--- config.mk ---
export PLATFORM = sky130hd
export DESIGN_NAME = fifo_tlb_hit_counter
export DESIGN_NICKNAME = d
export VERILOG_FILES = /design/src/hw/rtl/ftlb_pkg.sv /design/src/hw/rtl/fifo_tlb_hit_counter.sv /design/src/hw/rtl/ftlb_cell.sv
export VERILOG_INCLUDE_DIRS = /design/src /design/src/hw/rtl
export SDC_FILE = /design/constraint.sdc
export NUM_CORES = 1
export LEC_CHECK = 0
export ABC_AREA = 1
export BUFFER_PORTS_ARGS = -buffer_cell sky130_fd_sc_hd__buf_2
export CAP_MARGIN = 20
export CORE_UTILIZATION = 35
export CTS_CLUSTER_DIAMETER = 60
export DETAILED_ROUTE_END_ITERATION = 12
export PLACE_DENSITY_LB_ADDON = 0.12
export SLEW_MARGIN = 25
export SYNTH_ARGS = -nofsm -noshare
export SYNTH_HDL_FRONTEND = slang
export SYNTH_SLANG_ARGS = --single-unit
--- constraint.sdc ---
create_clock -name clk -period 5.6 [get_ports clk]
set_input_delay 1.12 -clock clk [delete_from_list [all_inputs] [get_ports clk]]
set_output_delay 1.12 -clock clk [all_outputs]
set_load 0.01 [all_outputs]
--- src/hw/rtl/fifo_tlb_hit_counter_defines.svh ---
// ---------------------------------------------------------------------------
// fifo tlb hit counter assertion macros
// shared check macros for the tlb rtl
// ---------------------------------------------------------------------------
`ifndef FIFO_TLB_HIT_COUNTER_DEFINES_SVH
`define FIFO_TLB_HIT_COUNTER_DEFINES_SVH

// same-cycle implication, disabled during reset
`define FTLB_ASSERT_IMPLY(label, clk, rst_n, ante, cons) \
	label: assert property (@(posedge clk) disable iff (!rst_n) (ante) |-> (cons)) \
		else $error("ftlb check failed");

// next-cycle implication, disabled during reset
`define FTLB_ASSERT_NEXT(label, clk, rst_n, ante, cons) \
	label: assert property (@(posedge clk) disable iff (!rst_n) (ante) |=> (cons)) \
		else $error("ftlb check failed");

`endif

--- src/hw/rtl/ftlb_pkg.sv ---
// ---------------------------------------------------------------------------
// ftlb package
// shared types and constants of the fifo replacement tlb
// ---------------------------------------------------------------------------
package ftlb_pkg;

	localparam int CNT_BITS  = 32;
	localparam int CFG_BITS  = 5;
	localparam int SLOT_BITS = 4;
	localparam int PAGE_BITS = 32;

	localparam logic [CNT_BITS-1:0] CNT_MAX   = '1;
	localparam logic [CFG_BITS-1:0] CFG_RESET = 5'd16;

	// lookup probe control travelling down the cell row
	typedef struct packed {
		logic active;
		logic found;
	} probe_t;

endpackage

--- src/hw/rtl/fifo_tlb_hit_counter.sv ---
// ---------------------------------------------------------------------------
// fifo tlb hit counter
// fully associative tlb with round-robin fifo replacement and saturating
// hit / miss counters, built as a row of compare cells
// ---------------------------------------------------------------------------
//
// channel   ports                                   transfer when
// -------   -------------------------------------   --------------------
// lookup    start, busy, page_key                   start && !busy
// result    done, hit, slot, hit_total, miss_total  done (no stall)
// config    cfg_wr_en, cfg_wr_data                  cfg_wr_en
//
// a lookup walks the cell row one cell per cycle, and no new lookup is
// taken until the last one has left the row and busy has dropped; the
// length of the cell row sets how long each item holds the block
// the result strobe done is registered from the probe leaving the last
// cell, so the result follows the lookup through every cell register
// busy is high from the lookup edge until the probe leaves the row
// reset clears valid bits, fifo pointers, counters and sets the slot count
// to ENTRIES and the config register to 16; stored keys are not reset
// the result side cannot stall, so a result is shown for one cycle only
//
`include "fifo_tlb_hit_counter_defines.svh"

module fifo_tlb_hit_counter import ftlb_pkg::*; #(
	parameter int ENTRIES  = 16,
	parameter int KEY_BITS = 32
) (
	input  logic                 clk,
	input  logic                 arst_n,
	// configuration
	input  logic                 cfg_wr_en,
	input  logic [CFG_BITS-1:0]  cfg_wr_data,
	// lookup
	input  logic                 start,
	output logic                 busy,
	input  logic [PAGE_BITS-1:0] page_key,
	// result
	output logic                 done,
	output logic                 hit,
	output logic [SLOT_BITS-1:0] slot,
	output logic [CNT_BITS-1:0]  hit_total,
	output logic [CNT_BITS-1:0]  miss_total
);

	localparam int IDX_W = (ENTRIES > 1) ? $clog2(ENTRIES) : 1;
	localparam int CNT_W = $clog2(ENTRIES + 1);
	localparam logic [CNT_W-1:0] N_MAX = CNT_W'(ENTRIES);

	// config register and clamped slot count
	logic [CFG_BITS-1:0] cfg_q;
	logic [8:0]          cfg_ext;
	logic [CNT_W-1:0]    n_cfg;
	logic [CNT_W-1:0]    n_q;

	// fifo bookkeeping
	logic [CNT_W-1:0] filled_q;
	logic [IDX_W-1:0] oldest_q;
	logic [CNT_W-1:0] oldest_ext;
	logic [IDX_W-1:0] victim;
	logic [CNT_W-1:0] victim_inc;

	// counters and result registers
	logic [CNT_BITS-1:0]  hit_cnt_q;
	logic [CNT_BITS-1:0]  miss_cnt_q;
	logic                 busy_q;
	logic                 done_q;
	logic                 hit_q;
	logic [SLOT_BITS-1:0] slot_q;

	// lookup key, masked to the key width
	logic [63:0]         page_ext;
	logic [KEY_BITS-1:0] key_in;

	// cell row links, index 0 is the row input
	probe_t              chain_p   [ENTRIES+1];
	logic [KEY_BITS-1:0] chain_key [ENTRIES+1];
	logic [IDX_W-1:0]    chain_slot[ENTRIES+1];
	logic [ENTRIES-1:0]  act_vec;

	// row exit and table update
	probe_t              row_out;
	logic                row_hit;
	logic                row_miss;
	logic                fill;
	logic [IDX_W-1:0]    res_idx;
	logic [7:0]          res_ext;
	logic                wr_en;

	logic accept;

	assign accept   = start && !busy_q;
	assign page_ext = 64'(page_key);
	assign key_in   = page_ext[KEY_BITS-1:0];

	// clamp the slot count into 1..ENTRIES
	assign cfg_ext = 9'(cfg_q);
	always_comb begin
		if (cfg_ext == 9'd0) begin
			n_cfg = CNT_W'(1);
		end else if (cfg_ext > 9'(ENTRIES)) begin
			n_cfg = N_MAX;
		end else begin
			n_cfg = cfg_ext[CNT_W-1:0];
		end
	end

	// probe enters the first cell on the lookup transfer
	assign chain_p[0].active = accept;
	assign chain_p[0].found  = 1'b0;
	assign chain_key[0]      = key_in;
	assign chain_slot[0]     = '0;

	for (genvar g = 0; g < ENTRIES; g++) begin : g_cell
		ftlb_cell #(
			.IDX_W    (IDX_W),
			.CNT_W    (CNT_W),
			.KEY_BITS (KEY_BITS),
			.CELL_IDX (g)
		) u_cell (
			.clk       (clk),
			.arst_n    (arst_n),
			.n_slots   (n_q),
			.in_probe  (chain_p[g]),
			.in_key    (chain_key[g]),
			.in_slot   (chain_slot[g]),
			.out_probe (chain_p[g+1]),
			.out_key   (chain_key[g+1]),
			.out_slot  (chain_slot[g+1]),
			.wr_en     (wr_en),
			.wr_idx    (res_idx),
			.wr_key    (chain_key[ENTRIES])
		);
		assign act_vec[g] = chain_p[g+1].active;
	end

	assign row_out  = chain_p[ENTRIES];
	assign row_hit  = row_out.active && row_out.found;
	assign row_miss = row_out.active && !row_out.found;

	// miss placement: fill in order, then round-robin over the oldest slot
	assign fill       = filled_q < n_q;
	assign oldest_ext = CNT_W'(oldest_q);
	assign victim     = (oldest_ext < n_q) ? oldest_q : '0;
	assign victim_inc = CNT_W'(victim) + CNT_W'(1);

	always_comb begin
		if (row_out.found) begin
			res_idx = chain_slot[ENTRIES];
		end else if (fill) begin
			res_idx = filled_q[IDX_W-1:0];
		end else begin
			res_idx = victim;
		end
	end

	assign wr_en   = row_miss;
	assign res_ext = 8'(res_idx);

	always_ff @(posedge clk or negedge arst_n) begin
		if (!arst_n) begin
			cfg_q      <= CFG_RESET;
			n_q        <= N_MAX;
			filled_q   <= '0;
			oldest_q   <= '0;
			hit_cnt_q  <= '0;
			miss_cnt_q <= '0;
			busy_q     <= 1'b0;
			done_q     <= 1'b0;
		end else begin
			if (cfg_wr_en) begin
				cfg_q <= cfg_wr_data;
			end
			if (accept) begin
				n_q    <= n_cfg;
				busy_q <= 1'b1;
			end
			done_q <= row_out.active;
			if (row_out.active) begin
				busy_q <= 1'b0;
			end
			if (row_hit && (hit_cnt_q != CNT_MAX)) begin
				hit_cnt_q <= hit_cnt_q + CNT_BITS'(1);
			end
			if (row_miss) begin
				if (miss_cnt_q != CNT_MAX) begin
					miss_cnt_q <= miss_cnt_q + CNT_BITS'(1);
				end
				if (fill) begin
					filled_q <= filled_q + CNT_W'(1);
				end else begin
					oldest_q <= (victim_inc >= n_q) ? '0 : victim_inc[IDX_W-1:0];
				end
			end
		end
	end

	// result payload, captured as the probe leaves the row
	always_ff @(posedge clk) begin
		if (row_out.active) begin
			hit_q  <= row_out.found;
			slot_q <= res_ext[SLOT_BITS-1:0];
		end
	end

	assign busy       = busy_q;
	assign done       = done_q;
	assign hit        = hit_q;
	assign slot       = slot_q;
	assign hit_total  = hit_cnt_q;
	assign miss_total = miss_cnt_q;

	// at most one lookup in the cell row
	`FTLB_ASSERT_IMPLY(a_one_probe, clk, arst_n, 1'b1, $onehot0(act_vec))
	// a lookup transfer holds the block busy
	`FTLB_ASSERT_NEXT(a_busy_on_start, clk, arst_n, accept, busy_q)
	// a probe leaving the row yields a result strobe next cycle
	`FTLB_ASSERT_NEXT(a_exit_done, clk, arst_n, row_out.active, done_q && !busy_q)
	// a reported miss implies a nonzero miss count
	`FTLB_ASSERT_IMPLY(a_miss_count, clk, arst_n, done_q && !hit_q, miss_cnt_q != '0)
	// probes only travel while busy
	`FTLB_ASSERT_IMPLY(a_probe_busy, clk, arst_n, act_vec != '0, busy_q)

endmodule

--- src/hw/rtl/ftlb_cell.sv ---
// ---------------------------------------------------------------------------
// ftlb cell
// one tlb slot: holds a key, compares the passing probe, forwards it
// ---------------------------------------------------------------------------
module ftlb_cell import ftlb_pkg::*; #(
	parameter int IDX_W    = 4,
	parameter int CNT_W    = 5,
	parameter int KEY_BITS = 32,
	parameter int CELL_IDX = 0
) (
	input  logic                clk,
	input  logic                arst_n,
	input  logic [CNT_W-1:0]    n_slots,
	input  probe_t              in_probe,
	input  logic [KEY_BITS-1:0] in_key,
	input  logic [IDX_W-1:0]    in_slot,
	output probe_t              out_probe,
	output logic [KEY_BITS-1:0] out_key,
	output logic [IDX_W-1:0]    out_slot,
	input  logic                wr_en,
	input  logic [IDX_W-1:0]    wr_idx,
	input  logic [KEY_BITS-1:0] wr_key
);

	localparam logic [IDX_W-1:0] MY_SLOT = IDX_W'(CELL_IDX);
	localparam logic [CNT_W-1:0] MY_POS  = CNT_W'(CELL_IDX);

	logic [KEY_BITS-1:0] key_q;
	logic                valid_q;
	probe_t              probe_q;
	logic [KEY_BITS-1:0] pkey_q;
	logic [IDX_W-1:0]    pslot_q;
	logic                match;

	// first match wins, later cells see found set
	assign match = in_probe.active && !in_probe.found && valid_q
		&& (key_q == in_key) && (MY_POS < n_slots);

	always_ff @(posedge clk or negedge arst_n) begin
		if (!arst_n) begin
			probe_q <= '0;
			valid_q <= 1'b0;
		end else begin
			probe_q.active <= in_probe.active;
			probe_q.found  <= in_probe.found | match;
			if (wr_en && (wr_idx == MY_SLOT)) begin
				valid_q <= 1'b1;
			end
		end
	end

	always_ff @(posedge clk) begin
		pkey_q  <= in_key;
		pslot_q <= match ? MY_SLOT : in_slot;
		if (wr_en && (wr_idx == MY_SLOT)) begin
			key_q <= wr_key;
		end
	end

	assign out_probe = probe_q;
	assign out_key   = pkey_q;
	assign out_slot  = pslot_q;

endmodule

======== Yosys cells after proc, flatten, opt, wreduce, memory -nomap -nowiden ========
Cells that the tools add are included.
cells by class
  $add $sub $neg .......................... 4
  magnitude comparators ................... 20
  eq/ne operators ......................... 33
  multiplexer cells ....................... 8
  bitwise operators ....................... 16
  reduce and logical (&&, ||, !) cells .... 106
operators with widths
  operator                                                                      number
  32-bit == test                                                                16
  1-bit logical AND                                                             83
  32-bit by 1-bit adder with 32-bit output (second input constant)              2
  32-bit inequality test (second input constant)                                2
  4-bit by 5-bit less-than comparator with 1-bit output (first input constant)  8
  4-bit == test (second input constant)                                         8
  3-bit by 5-bit less-than comparator with 1-bit output (first input constant)  4
  1-bit logical NOT                                                             17
  4-bit by 3-bit == test with 1-bit output (second input constant)              4
  4-bit two-way mux                                                             4
  1-bit OR                                                                      15
  1-bit by 5-bit less-than comparator with 1-bit output (first input constant)  2
  2-bit by 5-bit less-than comparator with 1-bit output (first input constant)  2
  5-bit two-way mux                                                             2
  9-bit logical NOT                                                             1
  4-bit by 2-bit == test with 1-bit output (second input constant)              2
  2-bit AND reduction                                                           3
  4-bit by 1-bit adder with 5-bit output (second input constant)                1
  5-bit by 1-bit adder with 5-bit output (second input constant)                1
  5-bit greater-or-equal comparator                                             1
  5-bit greater-than comparator (second input constant)                         1
  4-bit by 5-bit less-than comparator with 1-bit output                         1
  5-bit less-than comparator                                                    1
  4-bit by 1-bit == test with 1-bit output (second input constant)              1
  other kinds (4)                                                               5
storage, ports and cells
  flip-flop bits (word level) ............. 1211
  output and inout port bits .............. 71

======== Logic depth before layout (Yosys ltp) ========
Gate-level depths: netlist of run 1.
  word-level depth ........................ 6
  depth in mapped cells ................... 20
  depth with buffers taken out ............ 20

======== By module ========
Synthesis of run 1 repeated with hierarchy kept, for this count alone.
second synthesis, totals
  cell total of the unflattened synthesis .. 4934
  area, all modules ....................... 46666.0 sq um
modules (own cells, without submodules)
  module                         instances  cells an instance  area each (sq um)
  fifo_tlb_hit_counter           1          808                5675.4
  ftlb_cell (g_cell[10].u_cell)  1          315                2727.6
  ftlb_cell (g_cell[1].u_cell)   1          288                2670.1
  ftlb_cell (g_cell[11].u_cell)  1          281                2666.3
  ftlb_cell (g_cell[7].u_cell)   1          273                2630.0
  ftlb_cell (g_cell[3].u_cell)   1          265                2627.5
  ftlb_cell (g_cell[6].u_cell)   1          271                2626.3
  ftlb_cell (g_cell[2].u_cell)   1          260                2593.7
  ftlb_cell (g_cell[5].u_cell)   1          259                2592.5
  ftlb_cell (g_cell[9].u_cell)   1          246                2522.4
  ftlb_cell (g_cell[12].u_cell)  1          244                2517.4
  ftlb_cell (g_cell[14].u_cell)  1          246                2511.2
  ftlb_cell (g_cell[8].u_cell)   1          258                2511.2
  ftlb_cell (g_cell[4].u_cell)   1          244                2487.4
  3 more rows                    --         --                 --

======== Least setup slack after synthesis of run 1 ========
Ideal clock, no wire load.
  path kind ............................... flip-flop to flip-flop
  from .................................... reg n_q[4]
  to ...................................... reg g_cell[8].u_cell.key_q[0] (enable)
  library setup time ...................... 387 ps
  arrival time ............................ 2469 ps
  required time ........................... 5213 ps
  setup slack ............................. 2745 ps
  cell stages (with the launch flop) ...... 13
  buffers on the path ..................... 0
  period minus slack after synthesis ...... 2855 ps
  path through ............................ dfstp_2 inv_2 ha_1 nand2_1 nor2_1 nand2_1 nand3_2 inv_2 nor2_2 o21bai_2 nor2_2 nand2_1 inv_1
between the ends
  cells in the longest elaborated chain, start to end .. 6
  elaborated cells between the ends (all ways) .. 7
  those cells by class .................... order compare: 2; eq/ne: 1; mux: 3; reduce/logical: 1
ends and longest elaborated chain
  item                                                   RTL line                     source
  start: declaration                                     fifo_tlb_hit_counter.sv:54   logic [CNT_W-1:0] n_q;
  start signal: assignment                               fifo_tlb_hit_counter.sv:175  n_q <= n_cfg;
  4-bit by 5-bit less-than comparator with 1-bit output  fifo_tlb_hit_counter.sv:144  assign victim = (oldest_ext < n_q) ? oldest_q : '0;
  4-bit two-way mux                                      fifo_tlb_hit_counter.sv:144
  4-bit two-way mux *                                    fifo_tlb_hit_counter.sv:150  end else if (fill) begin
  4-bit two-way mux *                                    fifo_tlb_hit_counter.sv:148  if (row_out.found) begin
  4-bit == test *                                        ftlb_cell.sv:55              if (wr_en && (wr_idx == MY_SLOT)) begin
  1-bit logical AND *                                    ftlb_cell.sv:55
  end signal: assignment                                 ftlb_cell.sv:56              key_q <= wr_key;
  end: declaration                                       ftlb_cell.sv:28              logic [KEY_BITS-1:0] key_q;
Mark *: on every way between the ends. The rest lies on a longest branch, timed or not.
A chain may end at the register's enable or synchronous reset.

======== Worst setup path in the final report of run 1 ========
  from .................................... reg n_q[4]
  to ...................................... reg g_cell[11].u_cell.key_q[0] (enable)
between the ends
  cells in the longest elaborated chain, start to end .. 6
  elaborated cells between the ends (all ways) .. 7
  those cells by class .................... order compare: 2; eq/ne: 1; mux: 3; reduce/logical: 1
ends and longest elaborated chain
  item                                                   RTL line
  4-bit by 5-bit less-than comparator with 1-bit output  fifo_tlb_hit_counter.sv:144
  4-bit two-way mux                                      fifo_tlb_hit_counter.sv:144
  4-bit two-way mux *                                    fifo_tlb_hit_counter.sv:150
  4-bit two-way mux *                                    fifo_tlb_hit_counter.sv:148
  4-bit == test *                                        ftlb_cell.sv:55
  1-bit logical AND *                                    ftlb_cell.sv:55
  end signal: assignment                                 ftlb_cell.sv:56
  end: declaration                                       ftlb_cell.sv:28
Marked as above.

==> results.cfg, run 1 <==
[clocking]
cts_sinks = 1211
cts_resized = 0
post-cts-setup-buffer-count = 0
cts-root-buf = clkbuf_16
cts_buffers = 135
clk_latency_ns = 0.74
htreeDepth = 4
clk_path_buf_depth = 3
postCtsHoldBufs = 0
clk_pin_slew_ns = 0.06
tritoncts = built

[sta]
finClkSkew_ns = 0.03099
tightest_slew_ns = 1.061
tns_ns = 0
rsz0062_at_grt = no
setup_viol = 0
min_period_ns = 3.565
fmax_mhz = 280.5
hold_viol = 0
slew_headroom_pct = 29.27
fin_crit_sh_pct = 63.66
finalMaxSlewViolations = 0

[power]
power_frac_comb_pct = 4.5
switching_share_pct = 23.83
p_leak_nw = 19.68
seq_power_share_pct = 50.2
ir_drop_mv = 0.2844
power_density_nw_per_um2 = 401.0
power.switching_mw = 4.713
intPower_mw = 15.07
clock_power_share_pct = 45.4

[final_layout]
fill_cells = 11192
area_delta_synth_final_pct = 17.36
drive_above_1_share_pct = 13.66
layout.nets = 3793
design_area_um2 = 49320
fin_util_pct = 41.60

[critical_path]
cp_slowest_cell = inv_1
crit_arrival_ns = 4.00
end_kind = register
crit_path_frequent_cell = nand2_1
cp.required_ns = 6.03
crit_fanout = 21
path_class = reg2reg
critPathMaxStageDelay_ns = 0.70
cp-start-kind = register
cp_cell_sequence = inv_2 -> ha_1 -> nand2_1 -> nor2_1 -> nand2_1 -> nand3_2 -> inv_2 -> nor2_2 -> o21bai_2 -> nor2_2 -> nand2_1 -> inv_1 -> buf_4

[outcome]
status = finished, final reports clean

[placement]
place_area_um2 = 44700
gp_congestion = 0.8688
port_buffers = 111
dp_hpwl_um = 85950

[detailed_routing]
wire_per_inst_um = 22.83
wl_um = 124600
ant_nets = 0
routed-via-count = 24617
dr.pass1.iters = 5
drt_iter0_drc = 1986
drcViolationCount = 0
vias_per_cell = 4.512

[floorplanning]
fp.dieH_um = 348.5
fp-row-count = 126
die-area_um2 = 121500
core_area_um2 = 118600
start_util_pct = 35.45
ioPinCount = 112
fp.dieW_um = 348.5

[synth]
synth.distinct_cells = 53
synth_async_sr_flop_share_pct = 10.98
synth_seq_cells = 1211
synth_warnings = 0
synth.avg_cell_area_um2 = 12.10
synth_area_leaders = edfxtp_1 37%, dfxtp_1 27%, dfrtp_1 7.8%
synthFlopType = dfxtp_1
yosysSeqAreaShare_pct = 71.59
syn-instance-count = 3474
yosysTopAreaCell = edfxtp_1
synth_top_area_share_pct = 36.94
syn_nets = 3531
syn_area_um2 = 42030
synth_edf_count = 517

[grt]
grt_max_degree = 72
overflow = 0
gr-usage-all-layers_pct = 20.66
grtUsageMet3_pct = 3.405
grt_pass1_vias = 23944
use_met2_pct = 31.09
grt_first_pass_wirelength_um = 175500
antenna_found_initial = 20
grt_use_met1_pct = 30.43
grt-busiest-layer = met2

[job]
cap_violations = 0

[min_path]
hold_path.class = reg2reg
[worst max-delay path: cells and delay by family (launching register included)]
kind                       cells  cell delay [ns]
adders and majority gates      1             0.31
DFF                            1             0.59
and+or+nand+nor                7             1.03
AOI/OAI and AO/OA              1             0.11
buffers and inverters          4             1.20
[layout by cell type (no fill, tap or decap), types with 11 or more instances in the layout]
master | Yosys | layout
buf_2 | 2 | 110
buf_4 | 2 | 24
clkbuf_1 | 1 | 19
clkbuf_16 | 0 | 143
clkbuf_8 | 0 | 13
clkinv_1 | 0 | 13
clkinv_2 | 0 | 22
dfrtp_1 | 131 | 131
dfxtp_1 | 561 | 535
dfxtp_2 | 0 | 26
edfxtp_1 | 517 | 517
ha_1 | 16 | 16
inv_1 | 378 | 375
inv_2 | 16 | 19
inv_6 | 0 | 11
nand2_1 | 587 | 587
nand2_2 | 12 | 12
nand3_1 | 110 | 110
nand4_1 | 95 | 95
nor2_1 | 292 | 292
nor2_2 | 20 | 20
nor3_1 | 73 | 73
o21ai_0 | 68 | 67
o22ai_1 | 30 | 30
or2_2 | 62 | 62
xnor2_1 | 247 | 247
xor2_1 | 146 | 146
[power groups by stage]
stage,Sequential [mW],Combinational (mW),Clock (mW)
3_3_place_gp,10.1,0.890,0
5_1_grt,9.95,0.985,9.53
6_report,9.92,0.884,8.97
4_1_cts,9.93,0.892,9.17
2_1_floorplan,9.85,0.555,0
3_5_place_dp,10.1,0.886,0
[cells in the mapped netlist, drive strengths merged (2+ instances only)]
| library cell | n |
|---|---|
| a211oi | 2 |
| a21oi | 10 |
| a221oi | 2 |
| a22o | 6 |
| and2 | 3 |
| and3 | 5 |
| buf | 9 |
| dfrtp | 131 |
| dfstp | 2 |
| dfxtp | 561 |
| edfxtp | 517 |
| ha | 16 |
| inv | 394 |
| mux2 | 2 |
| nand2 | 601 |
| nand3 | 114 |
| nand3b | 8 |
| nand4 | 95 |
| nor2 | 317 |
| nor3 | 83 |
| nor3b | 6 |
| nor4 | 8 |
| o2111ai | 2 |
| o211ai | 2 |
| o21ai | 82 |
| o21bai | 4 |
| o22ai | 30 |
| or2 | 63 |
| xnor2 | 247 |
| xor2 | 146 |
[sequential cells by signal (all words and copies together) (netlist names), 5 cells and up]
register	count
g_cell.u_cell.out_probe	32
g_cell.u_cell.key_q	512
cfg_q	5
miss_total	32
hit_total	32
g_cell.u_cell.valid_q	16
g_cell.u_cell.out_slot	49
filled_q	5
n_q	5
g_cell.u_cell.out_key	512
[routing by layer]
layer | wire length, um | share of wire [%] | vias to the layer above
li1 | - | - | 11934
met1 | 60930 | 49 | 11841
met2 | 54310 | 44 | 683
met3 | 6355 | 5.1 | 159
met4 | 2966 | 2.4 | 0
met5 | 0 | 0 | -
[final cells by class]
class	instances	area (um2)	area share, %
clock buffers	175	3829	7.763
diodes	6	15.01	0.03044
clock inverters	76	772.0	1.565
flip-flops and latches	1211	30120	61.07
multi-input cells	1859	10360	21.01
inverters	394	1479	2.999
well taps	1600	2002	4.059
repair buffers	135	742.0	1.504
[worst paths after layout]
path	start	endpoint	slack (ns)	cells after the start
setup / recovery	n_q[4]	g_cell[11].u_cell.key_q[0]	2.03	13
hold / removal	g_cell[14].u_cell.out_key[26]	g_cell[15].u_cell.out_key[26]	0.34	0
setup reg to reg	n_q[4]	g_cell[11].u_cell.key_q[0]	2.03	13
hold reg to reg	g_cell[14].u_cell.out_key[26]	g_cell[15].u_cell.out_key[26]	0.34	0
max in group asynchronous	arst_n	hit_total[22]	4.13	2
min in group asynchronous	arst_n	miss_total[16]	0.43	1
[cell families (layout without fill, tap and decap cells)]
logic type	count (synthesis)	after routing	synth area share (%)
multiplexers	2	2	0.05359
buffers and inverters	404	780	3.751
adder cells (fa/ha/maj)	16	16	0.4764
AND/OR/NAND/NOR	1305	1305	13.92
flip-flops	1211	1211	71.59
other	0	6	0
XOR/XNOR	393	393	8.190
AO/OA/AOI/OAI	143	143	2.019
[per-stage QoR]
| stage | setup WS [ns] | instances | hold slack, ns | power (mW) |
|---|---|---|---|---|
| floorplan | 2.745 | 3474 | 0.3308 | 10.41 |
| global placement | 2.014 | 5199 | 0.3356 | 11.01 |
| detailed placement | 1.997 | 5199 | 0.3376 | 11.00 |
| CTS | 1.998 | 5450 | 0.3429 | 19.99 |
| global route | 1.790 | 5450 | 0.3437 | 20.46 |
| finish | 2.035 | 5456 | 0.3396 | 19.78 |
Note: power is estimated with default switching activity, not from simulation.
==> inputs of run 2 (changes only) <==
==> constraint.sdc (replaced) <==
create_clock -name clk -period 3.49 [get_ports clk]
set_input_delay 0.698 -clock clk [delete_from_list [all_inputs] [get_ports clk]]
set_output_delay 0.698 -clock clk [all_outputs]
set_load 0.01 [all_outputs]
==> run 2 against run 1 <==
  * Global-route usage rose by 0.069 points
  * Total power rose by 59%
  * Sequential share of layout area is 0.094 points lower
  * Clock skew shrank 0.0044 ns
  * Sequential power is 60% higher
  * Die area stayed put
  * Clock power increased by 56%
  * Worst hold slack got worse by 0.25 ns
  * Critical path depth unchanged
  * Register-to-register slack got worse by 1.6 ns
==> results.cfg, run 2 (synthesis results as in run 1) <==
[detailed_routing]
drt_iter0_drc = 2359
wire_per_inst_um = 22.78
routed-via-count = 24789
ant_nets = 0
vias_per_cell = 4.536
drcViolationCount = 0
dr.pass1.iters = 5
wl_um = 124500

[power]
power_density_nw_per_um2 = 636.2
power_mw = 31.43
p_leak_nw = 19.69
ir_drop_mv = 0.4950

[placement]
place_area_um2 = 44970
gp_congestion = 0.8602
port_buffers = 111
dp_hpwl_um = 85650

[final_layout]
design_area_um2 = 49400
final_cell_mix = 587 x nand2_1, 534 x dfxtp_1, 517 x edfxtp_1
final_common_cell = nand2_1
layout.nets = 3801
fill_cells = 11256
drive_above_1_share_pct = 13.37
area_delta_synth_final_pct = 17.54

[critical_path]
cp-start-kind = register
critPathLaunch = n_q[4]
crit_path_end = g_cell[0].u_cell.key_q[30]
r2r_cells = 13
crit_arrival_ns = 3.43
crit_fanout = 32
path_class = reg2reg
end_kind = register
cp.required_ns = 3.90
r2r_slack_ns = 0.47
rr_startpoint = n_q[4]
r2r-end = g_cell[0].u_cell.key_q[30]

[clocking]
post-cts-setup-buffer-count = 0
htreeDepth = 4
cts_buffers = 134
cts_sinks = 1211
clk_pin_slew_ns = 0.06
clk_latency_ns = 0.75
cts-root-buf = clkbuf_16
tritoncts = built
cts_resized = 0
postCtsHoldBufs = 1
clk_path_buf_depth = 3

[sta]
fin_crit_sh_pct = 86.44
fmax_mhz = 331.5
rsz0062_at_grt = no
min_period_ns = 3.017
hold_viol = 0
tns_ns = 0
slew_headroom_pct = 30.45
tightest_slew_ns = 1.043
setup_viol = 0
finClkSkew_ns = 0.02659
finalMaxSlewViolations = 0

[grt]
grt_first_pass_wirelength_um = 176500
gr-usage-all-layers_pct = 20.73
overflow = 0
antenna_found_initial = 17
grt_max_degree = 66
grt_pass1_vias = 24223

[floorplanning]
die-area_um2 = 121500
fp.dieH_um = 348.5
fp-row-count = 126
core_area_um2 = 118600
ioPinCount = 112
start_util_pct = 35.45
fp.dieW_um = 348.5

[job]
cap_violations = 0

[min_path]
hold_path.class = in2reg

[outcome]
status = finished, final reports clean
run 2: cell types whose count changed in the layout (fill, tap and decap cells not counted), moves of 3 or more:
cell	before	now
buf_12	0	16
buf_4	24	16
bufinv_16	8	5
clkbuf_1	19	35
clkinv_8	4	0
clkinvlp_4	7	4
inv_1	375	378
inv_2	19	16
inv_6	11	8
run 2: worst min path at each step:
stage / startpoint / endpoint / slack [ns] / cells past startpoint
after global routing: page_key[3] / g_cell[0].u_cell.out_key[3] / 0.06 / 1
after detailed placement: g_cell[8].u_cell.out_key[29] / g_cell[9].u_cell.out_key[29] / 0.34 / 0
after global placement: g_cell[14].u_cell.out_key[26] / g_cell[15].u_cell.out_key[26] / 0.34 / 0
final: page_key[7] / g_cell[0].u_cell.out_key[7] / 0.09 / 1
after CTS: page_key[7] / g_cell[0].u_cell.out_key[7] / 0.04 / 1
after floorplan: g_cell[9].u_cell.out_key[0] / g_cell[10].u_cell.out_key[0] / 0.33 / 0
run 2: power by group:
group,switching (mW),internal [mW],total (mW)
Sequential,0.663,15.3,15.9
Combinational,1.02,0.476,1.49
Clock,5.76,8.24,14.0
run 2: area by class of cell:
cell class / count / area [um2] / share of cell area (%)
sequential: 1211 / 30120 / 60.98
antenna: 7 / 17.52 / 0.03546
tap: 1600 / 2002 / 4.053
timing repair buffer: 144 / 1012 / 2.049
multi-input combinational: 1859 / 10360 / 20.98
clock inverter: 58 / 490.5 / 0.9929
inverter: 394 / 1479 / 2.994
clock buffer: 192 / 3914 / 7.923
run 2: metrics by stage:
stage | util (%) | std cells | setup WS, ns | hold slack, ns
after floorplan | - | 3474 | 0.6347 | 0.3308
after global placement | 37.93 | 5207 | 0.4784 | 0.3365
after detailed placement | 37.93 | 5207 | 0.4442 | 0.3364
after CTS | 41.65 | 5458 | 0.4422 | 0.04496
after global routing | 41.65 | 5458 | 0.2081 | 0.06234
final | 41.67 | 5465 | 0.4731 | 0.09274
run 2: metal layers:
layer	GRT usage (%)	routed length [um]	up-vias
li1	-	-	11958
met4	5.961	2857	0
met3	3.683	6864	160
met2	31.07	53790	704
met5	0	0	-
met1	30.50	60950	11967
run 2: critical path: stages, from the launching register on:
cell and delay [ns]:
dfstp_2 0.59, inv_2 0.10, ha_1 0.31, nand2_1 0.07, nor2_1 0.10, nand2_1 0.13
nand3_2 0.14, nand2_1 0.10, nand2_1 0.08, nand2_1 0.12, nor2_2 0.42, nand2_1 0.16
inv_1 0.13, buf_12 0.21
